`config.mk`:
```
export PLATFORM = sky130hd
export DESIGN_NAME = page_frame_allocator
export DESIGN_NICKNAME = d
export VERILOG_FILES = /design/src/hdl/pfa_pkg.sv /design/src/hdl/page_frame_allocator.sv /design/src/hdl/pfa_bitmap.sv
export SDC_FILE = /design/constraint.sdc
export NUM_CORES = 2
export LEC_CHECK = 0
export ABC_AREA = 1
export BUFFER_PORTS_ARGS = -buffer_cell sky130_fd_sc_hd__buf_2
export CORE_ASPECT_RATIO = 0.5
export CORE_UTILIZATION = 37
export CTS_BUF_LIST = sky130_fd_sc_hd__clkbuf_8
export CTS_CLUSTER_SIZE = 40
export DETAILED_ROUTE_END_ITERATION = 10
export PLACE_DENSITY_LB_ADDON = 0.15
export SLEW_MARGIN = 20
export SYNTH_ARGS = -nofsm -noshare
export SYNTH_HDL_FRONTEND = slang
export SYNTH_SLANG_ARGS = --single-unit
```
`constraint.sdc`:
```
create_clock -name clk -period 11.05 [get_ports clk]
set_input_delay 0.5525 -clock clk [delete_from_list [all_inputs] [get_ports clk]]
set_output_delay 0.5525 -clock clk [all_outputs]
set_load 0.02 [all_outputs]
```
`src/hdl/pfa_pkg.sv`:
```
// Shared constants, codes and types of the page frame allocator.
`timescale 1ns / 1ps

package pfa_pkg;

  localparam int MAX_PAGES       = 4096;
  localparam int PAGE_BYTES      = 4096;
  localparam int BIG_ALIGN_BYTES = 2097152;
  localparam int MIB_BYTES       = 1048576;
  localparam int ADDR_W          = 48;

  localparam int PAGE_SHIFT  = $clog2(PAGE_BYTES);
  localparam int ALIGN_BYTES = (BIG_ALIGN_BYTES > MIB_BYTES) ? BIG_ALIGN_BYTES : MIB_BYTES;
  localparam int ALIGN_SHIFT = $clog2(ALIGN_BYTES);
  localparam int ALIGN_PG_W  = ALIGN_SHIFT - PAGE_SHIFT;

  localparam int IDX_W    = $clog2(MAX_PAGES);
  localparam int CNT_W    = IDX_W + 1;
  localparam int ROW_BITS = 64;
  localparam int BIT_W    = $clog2(ROW_BITS);
  localparam int ROWS     = MAX_PAGES / ROW_BITS;
  localparam int ROW_W    = $clog2(ROWS);

  localparam int CFG_W     = ADDR_W;
  localparam int CFG_IDX_W = 1;

  localparam logic [CFG_IDX_W-1:0] REG_POOL_BASE  = 1'd0;
  localparam logic [CFG_IDX_W-1:0] REG_POOL_PAGES = 1'd1;

  localparam logic [1:0] CMD_PAGE = 2'd0;
  localparam logic [1:0] CMD_BIG  = 2'd1;
  localparam logic [1:0] CMD_FREE = 2'd2;

  typedef enum logic [1:0] {
    ST_OK      = 2'd0,
    ST_OOM     = 2'd1,
    ST_OUTSIDE = 2'd2
  } status_t;

  typedef struct packed {
    logic                en;
    logic [ROW_W-1:0]    row;
    logic [ROW_BITS-1:0] data;
  } row_write_t;

endpackage

```
`src/hdl/page_frame_allocator.sv`:
```
// Top level of the first-fit page frame allocator.
//
//   Channel  Direction  Handshake            Word
//   cfg      in         cfg_write            cfg_index, cfg_data
//   in       in         in_valid / in_ready  cmd, free_address
//   out      out        out_valid/out_ready  page_address, status
//
// An allocation scans the bitmap one 64-flag row per cycle until it finds a
// free page or reaches the last row of the pool.
// A free reads and rewrites the row of its page; an address outside the pool skips the write.
// An unused command or a request to an empty pool goes straight to the result.
// One word is worked on at a time; in_ready is high only while idle.
// Reset clears all row valid bits at once, so no clearing pass is needed.
// A finished result waits in the block until the output register is free.
`timescale 1ns / 1ps

module page_frame_allocator (
  input  logic                            clk,
  input  logic                            rst,
  input  logic                            cfg_write,
  input  logic [pfa_pkg::CFG_IDX_W-1:0]   cfg_index,
  input  logic [pfa_pkg::CFG_W-1:0]       cfg_data,
  input  logic                            in_valid,
  output logic                            in_ready,
  input  logic [1:0]                      cmd,
  input  logic [pfa_pkg::ADDR_W-1:0]      free_address,
  output logic                            out_valid,
  input  logic                            out_ready,
  output logic [pfa_pkg::ADDR_W-1:0]      page_address,
  output logic [1:0]                      status
);

  typedef enum logic [4:0] {
    S_IDLE = 5'b00001,
    S_SCAN = 5'b00010,
    S_FCHK = 5'b00100,
    S_FWR  = 5'b01000,
    S_FIN  = 5'b10000
  } state_t;

  state_t                         state;
  logic [pfa_pkg::ADDR_W-1:0]     pool_base;
  logic [pfa_pkg::CNT_W-1:0]      pool_pages;
  logic                           big;
  logic [pfa_pkg::ADDR_W-1:0]     faddr;
  logic [pfa_pkg::ROW_W-1:0]      scan_row;
  logic                           scan_done;
  logic [pfa_pkg::ROW_W-1:0]      chk_row;
  logic                           chk_valid;
  logic [pfa_pkg::IDX_W-1:0]      hit_idx;
  logic                           fin_hit;
  pfa_pkg::status_t               fin_status;

  logic [pfa_pkg::CNT_W-1:0]      n_pages;
  logic [pfa_pkg::CNT_W-1:0]      n_minus1;
  logic [pfa_pkg::ROW_W-1:0]      last_row;
  logic [pfa_pkg::CNT_W-pfa_pkg::BIT_W-1:0] full_rows;
  logic [pfa_pkg::BIT_W-1:0]      rem_bits;
  logic [pfa_pkg::ROW_BITS-1:0]   vmask;
  logic [pfa_pkg::ROW_BITS-1:0]   cand;
  logic [pfa_pkg::ROW_BITS-1:0]   avail;
  logic [pfa_pkg::ALIGN_PG_W-1:0] align_target;
  logic                           base_page_ok;
  logic [pfa_pkg::IDX_W-1:0]      bit_idx;
  logic [pfa_pkg::BIT_W-1:0]      first_bit;
  logic                           hit;
  logic [pfa_pkg::ADDR_W-1:0]     offset;
  logic [pfa_pkg::IDX_W-1:0]      free_idx;
  logic                           in_pool;
  logic                           rd_en;
  logic [pfa_pkg::ROW_W-1:0]      rd_row;
  logic [pfa_pkg::ROW_BITS-1:0]   rd_data;
  pfa_pkg::row_write_t            wr;

  pfa_bitmap u_bitmap (
    .clk     (clk),
    .rst     (rst),
    .rd_en   (rd_en),
    .rd_row  (rd_row),
    .rd_data (rd_data),
    .wr      (wr)
  );

  assign n_pages   = (pool_pages > pfa_pkg::CNT_W'(pfa_pkg::MAX_PAGES)) ?
                     pfa_pkg::CNT_W'(pfa_pkg::MAX_PAGES) : pool_pages;
  assign n_minus1  = n_pages - pfa_pkg::CNT_W'(1);
  assign last_row  = n_minus1[pfa_pkg::IDX_W-1:pfa_pkg::BIT_W];
  assign full_rows = n_pages[pfa_pkg::CNT_W-1:pfa_pkg::BIT_W];
  assign rem_bits  = n_pages[pfa_pkg::BIT_W-1:0];

  assign align_target = pfa_pkg::ALIGN_PG_W'(0) -
                        pool_base[pfa_pkg::ALIGN_SHIFT-1:pfa_pkg::PAGE_SHIFT];
  assign base_page_ok = (pool_base[pfa_pkg::PAGE_SHIFT-1:0] == '0);

  assign offset   = faddr - pool_base;
  assign free_idx = offset[pfa_pkg::PAGE_SHIFT+pfa_pkg::IDX_W-1:pfa_pkg::PAGE_SHIFT];
  assign in_pool  = (offset[pfa_pkg::ADDR_W-1:pfa_pkg::PAGE_SHIFT+pfa_pkg::IDX_W] == '0) &&
                    ({1'b0, free_idx} < n_pages);

  always_comb begin
    if ({1'b0, chk_row} < full_rows) begin
      vmask = '1;
    end else if ({1'b0, chk_row} == full_rows) begin
      vmask = (pfa_pkg::ROW_BITS'(1) << rem_bits) - pfa_pkg::ROW_BITS'(1);
    end else begin
      vmask = '0;
    end
  end

  always_comb begin
    for (int b = 0; b < pfa_pkg::ROW_BITS; b++) begin
      bit_idx = {chk_row, pfa_pkg::BIT_W'(b)};
      cand[b] = base_page_ok && (bit_idx[pfa_pkg::ALIGN_PG_W-1:0] == align_target);
    end
  end

  assign avail = ~rd_data & vmask & (big ? cand : '1);
  assign hit   = chk_valid && (avail != '0);

  always_comb begin
    first_bit = '0;
    for (int b = pfa_pkg::ROW_BITS - 1; b >= 0; b--) begin
      if (avail[b]) begin
        first_bit = pfa_pkg::BIT_W'(b);
      end
    end
  end

  always_comb begin
    rd_en   = 1'b0;
    rd_row  = scan_row;
    wr.en   = 1'b0;
    wr.row  = chk_row;
    wr.data = rd_data | (pfa_pkg::ROW_BITS'(1) << first_bit);
    case (state)
      S_SCAN: begin
        rd_en = !scan_done;
        wr.en = hit;
      end
      S_FCHK: begin
        rd_en  = in_pool;
        rd_row = free_idx[pfa_pkg::IDX_W-1:pfa_pkg::BIT_W];
      end
      S_FWR: begin
        wr.en   = 1'b1;
        wr.row  = hit_idx[pfa_pkg::IDX_W-1:pfa_pkg::BIT_W];
        wr.data = rd_data & ~(pfa_pkg::ROW_BITS'(1) << hit_idx[pfa_pkg::BIT_W-1:0]);
      end
      default: begin
      end
    endcase
  end

  assign in_ready = (state == S_IDLE);

  always_ff @(posedge clk) begin
    if (rst) begin
      pool_base  <= '0;
      pool_pages <= '0;
    end else if (cfg_write) begin
      case (cfg_index)
        pfa_pkg::REG_POOL_BASE:  pool_base  <= cfg_data;
        pfa_pkg::REG_POOL_PAGES: pool_pages <= cfg_data[pfa_pkg::CNT_W-1:0];
        default: begin
        end
      endcase
    end
  end

  always_ff @(posedge clk) begin
    if (rst) begin
      state     <= S_IDLE;
      out_valid <= 1'b0;
      chk_valid <= 1'b0;
      scan_done <= 1'b0;
    end else begin
      if (out_valid && out_ready && state != S_FIN) begin
        out_valid <= 1'b0;
      end
      case (state)
        S_IDLE: begin
          if (in_valid) begin
            big       <= (cmd == pfa_pkg::CMD_BIG);
            faddr     <= free_address;
            scan_row  <= '0;
            scan_done <= 1'b0;
            chk_valid <= 1'b0;
            chk_row   <= '0;
            fin_hit   <= 1'b0;
            case (cmd)
              pfa_pkg::CMD_PAGE, pfa_pkg::CMD_BIG: begin
                if (n_pages == '0) begin
                  fin_status <= pfa_pkg::ST_OOM;
                  state      <= S_FIN;
                end else begin
                  state <= S_SCAN;
                end
              end
              pfa_pkg::CMD_FREE: begin
                state <= S_FCHK;
              end
              default: begin
                fin_status <= pfa_pkg::ST_OK;
                state      <= S_FIN;
              end
            endcase
          end
        end
        S_SCAN: begin
          chk_valid <= !scan_done;
          chk_row   <= scan_row;
          if (!scan_done) begin
            if (scan_row == last_row) begin
              scan_done <= 1'b1;
            end else begin
              scan_row <= scan_row + pfa_pkg::ROW_W'(1);
            end
          end
          if (hit) begin
            hit_idx    <= {chk_row, first_bit};
            fin_hit    <= 1'b1;
            fin_status <= pfa_pkg::ST_OK;
            state      <= S_FIN;
          end else if (chk_valid && chk_row == last_row) begin
            fin_status <= pfa_pkg::ST_OOM;
            state      <= S_FIN;
          end
        end
        S_FCHK: begin
          hit_idx <= free_idx;
          if (in_pool) begin
            fin_status <= pfa_pkg::ST_OK;
            state      <= S_FWR;
          end else begin
            fin_status <= pfa_pkg::ST_OUTSIDE;
            state      <= S_FIN;
          end
        end
        S_FWR: begin
          state <= S_FIN;
        end
        S_FIN: begin
          if (!out_valid || out_ready) begin
            out_valid    <= 1'b1;
            status       <= fin_status;
            page_address <= fin_hit ?
                            pool_base + (pfa_pkg::ADDR_W'(hit_idx) << pfa_pkg::PAGE_SHIFT) : '0;
            state        <= S_IDLE;
          end
        end
        default: begin
          state <= S_IDLE;
        end
      endcase
    end
  end

endmodule

```
`src/hdl/pfa_bitmap.sv`:
```
// Used-flag bitmap memory with per-row valid bits cleared at reset.
`timescale 1ns / 1ps

module pfa_bitmap (
  input  logic                         clk,
  input  logic                         rst,
  input  logic                         rd_en,
  input  logic [pfa_pkg::ROW_W-1:0]    rd_row,
  output logic [pfa_pkg::ROW_BITS-1:0] rd_data,
  input  pfa_pkg::row_write_t          wr
);

  logic [pfa_pkg::ROW_BITS-1:0] mem [pfa_pkg::ROWS];
  logic [pfa_pkg::ROWS-1:0]     row_valid;
  logic [pfa_pkg::ROW_BITS-1:0] rd_raw;
  logic                         rd_valid;

  always_ff @(posedge clk) begin
    if (wr.en) begin
      mem[wr.row] <= wr.data;
    end
  end

  always_ff @(posedge clk) begin
    if (rd_en) begin
      rd_raw <= mem[rd_row];
    end
  end

  always_ff @(posedge clk) begin
    if (rst) begin
      row_valid <= '0;
      rd_valid  <= 1'b0;
    end else begin
      if (wr.en) begin
        row_valid[wr.row] <= 1'b1;
      end
      if (rd_en) begin
        rd_valid <= row_valid[rd_row];
      end
    end
  end

  assign rd_data = rd_valid ? rd_raw : '0;

endmodule

```
==> metrics.md <==
| Metric | Value |
|---|---|
| Multi-input combinational cell area | 46,600 um2 |
| Length of the first detailed-routing pass in iterations | 8 |
| Number of distinct library cells after synthesis | between 60 and 70 |
| Finished Layout Cells | 21.5k |
| PnR Total Power | just over 40 mW |
| Wirelength per Cell | ~34 um |
| Clk Latency, worst-skew pair | between 1 and 1.5 ns |
| Number of routed nets with antenna violations | 0 |
| Post-Syn Instances | 14.1k |
| Biggest area consumer among synthesized cells | edfxtp_1 |
| Starting density of the core | 0.373 |
| Crit-path max FO | 33 |
| Horizontal die dimension | 995 um |
| # placed instances | between 20k and 25k |
| Wire length of the first global-routing pass | a little over 1,000,000 um |
| Most instantiated cells after synthesis | edfxtp_1, nor2_1, o21ai_0 |
| Iteration-0 DRC Markers | 19.1k |
| Accumulated negative setup slack | 0 ns |
| Post-Route Utilization | 0.422 |
| Reg area | 131,000 um2 |
| Transition time at the pin with the least slew margin | 1.29 ns |
| Period minus WS final | about 9.3 ns |
| Primary flip-flop cell chosen by synthesis mapping | edfxtp_1 |
| Setup Fix Bufs, Post-CTS | 0 |
| Run status | finished clean |
| Power density normalized to cell area | approximately 200 nW/um2 |
| Routed vias | 129k |
| Final count of negative-setup-slack endpoints | 0 |
| Share of the clock period used by the worst path after layout | 0.842 |
| Number of enable flip-flop cells after synthesis | 4,286 |
| Source of the critical timing path | pool_pages[5]$_SDFFE_PP0P_ |
| Antenna violations before repair | 67 |
| Most frequently used cell type in the post-synthesis netlist | edfxtp_1 |
| Overall die area | slightly below 500,000 um2 |
| Critical path class | flip-flop to flip-flop |
| Static leakage power | 67.9 nW |
| HP Start | free_address[0] |
| Worst r2r dst | u_bitmap.mem[53][0]$_DFFE_PP_ |
| Cell repeated most along the worst path | nand2_1 |
| Post-detail-place hpwl | 407,000 um |
| Number of cell rows | 181 |
| Final hold violation count | 0 |
| Remaining routing DRC violations | 0 |
| Vertical die dimension | 498 um |
| Flip-flop and latch count after synthesis | between 4k and 5k |
| Origin of the critical flop-to-flop path | pool_pages[5]$_SDFFE_PP0P_ |
| Layout overhead on the synthesized area | 13.1% |
| IO buf count | 155 |
| CTS tree | yes |
| Maximum number of pins on one net before global-route repair | 207 |
| Count of cells along the worst register-to-register path | about 80 |
| Clock transition time at the flip-flop clock pins of the worst setup and hold paths | about 0.06 ns |
| Placer Congestion | 0.941 |
| Clock Skews | 0.126 ns |
| Max transition margin | 0.130 |
| Clk sink count | ~4.4k |
| Net count after synthesis | about 14k |
| Via density per instance | around 6 |
| Clock Tree Buf Depth | 4 |
| Maximum ir drop on the vdd rail | 144 uV |
| Crit path DAT | roughly 10 ns |
| End point of the critical path | u_bitmap.mem[53][0]$_DFFE_PP_ |
| Async S/R FF share, synth | 0 |
| Num ports | about 160 |
| Master of the slowest instance on the critical path | nand2_2 |
| Root buffer selected by CTS | clkbuf_8 |
| Kind of start point of the critical path | flip-flop |
| Req. time, crit path | 12.02 ns |
| Path category of the worst min-delay check | input pin to flip-flop |
| Total wire length | ~740,000 um |
| Avg Synthesized Cell Area | 12.9 um2 |
| Yosys top cell area share | 0.706 |
| Final worst hold slack | around 0.11 ns |
| Reg-to-reg slack, setup | 1.75 ns |
| Synth area leaders | edfxtp_1, nor2_1, o221ai_1 |
| Stage delay of the slowest cell on the critical path | 0.60 ns |
| Max-cap violations | 0 |
| Setup crit end kind | flip-flop |
| Sequential area share after synthesis | 0.721 |
| Fraction of final layout cells with drive strength greater than 1 | 0.109 |
| Setup repair after global routing missed its margin | no |
| Max Fclk | 0.108 GHz |
| GR Overflow Total | 0 |
| Number of warnings issued by yosys | 0 |
| GRT Total Usage | 0.288 |
| Number of max-slew violations in the final report | 0 |
| Total CTS buffers | 665 |
| Fill count | 45.4k |
| Deepest level of the CTS H-tree | 6 |
| Cell area after technology mapping | between 150,000 and 200,000 um2 |
| Number of global-route vias before repair | 122k |
| Total core area | 488,000 um2 |
| # nets final | 14.7k |
## cell usage in the layout, fill, tap and decap left out, drive strengths merged, types with 595 or more instances in the layout
cell and count:
buf 595, clkbuf 689, edfxtp 4286, inv 642, nand2 654, nand3 1087, nor2 2639, o21ai 1260
o21bai 1068, o221ai 1026
## metal layers
metal  routed length [um]  GRT usage
met5                  400    0.00374
met4                18900     0.0728
met2               313000      0.418
met1               335000      0.439
met3                70700     0.0592
## critical path, delay by kind of cell (launching register included)
kind | cells | cell delay (ns)
AO/OA/AOI/OAI | 1 | 0.24
flip-flops | 1 | 0.41
adder cells (fa/ha/maj) | 1 | 0.31
buffers and inverters | 2 | 0.57
AND/OR/NAND/NOR | 77 | 7.52
## final cells by class
type                       count  area share
clock inverter               511      0.0121
tap                         6496      0.0394
clock buffer                 689      0.0460
sequential                  4420       0.637
timing repair buffer         710      0.0319
antenna                       13    0.000158
inverter                     363     0.00679
multi-input combinational   8345       0.226
## what timing repair did
action | in CTS | in global routing
endpoints found under the hold margin | 119 | 0
resized for setup | 0 | 0
hold buffers | 115 | 0
## where the power goes
group / internal (mW) / leakage, nW / switching (mW) / total (mW)
Sequential: 19.0 / 39.6 / 0.101 / 19.1
Clock: 6.03 / 7.07 / 6.77 / 12.8
Combinational: 2.27 / 21.2 / 6.48 / 8.75
Total: 27.3 / 67.9 / 13.4 / 40.7
## per-stage QoR
| stage | cell area [um2] | worst slack [ns] |
|---|---|---|
| floorplan | 182000 | 2.96 |
| global placement | 193000 | 1.13 |
| detailed placement | 193000 | 1.69 |
| CTS | 206000 | 1.53 |
| global route | 206000 | 1.02 |
| finish | 206000 | 1.75 |
## state kept, by name, summed over array words and instances, names as in the netlist, 2 cells and up
register and count:
fin_status 2, status 2, hit_idx 12, u_bitmap.row_valid 64, scan_row 6, chk_row 6, u_bitmap.mem 4096, page_address 48
faddr 48, pool_base 48, u_bitmap.rd_raw 64, state 5, pool_pages 13
## kinds of logic after synthesis
| family | share of synthesized area |
|---|---|
| compound gates | 0.138 |
| xor+xnor | 0.00211 |
| fa+ha+maj | 0.00540 |
| simple gates | 0.104 |
| buf+inv | 0.0287 |
| mux | 0.000117 |
| flops | 0.721 |
## how the worst min path moves through the flow
stage                                          end  slack (ns)  cells after the start
6_report                        faddr[0]$_DFFE_PP_        0.11                      2
5_1_grt                         faddr[0]$_DFFE_PP_        0.05                      2
4_1_cts                         faddr[3]$_DFFE_PP_      0.0004                      2
3_5_place_dp   u_bitmap.row_valid[18]$_SDFFE_PP0P_        0.46                      2
3_3_place_gp   u_bitmap.row_valid[50]$_SDFFE_PP0P_        0.44                      2
2_1_floorplan                  status[0]$_DFFE_PP_        0.40                      0
No activity file was read; power rests on OpenSTA's default activity.
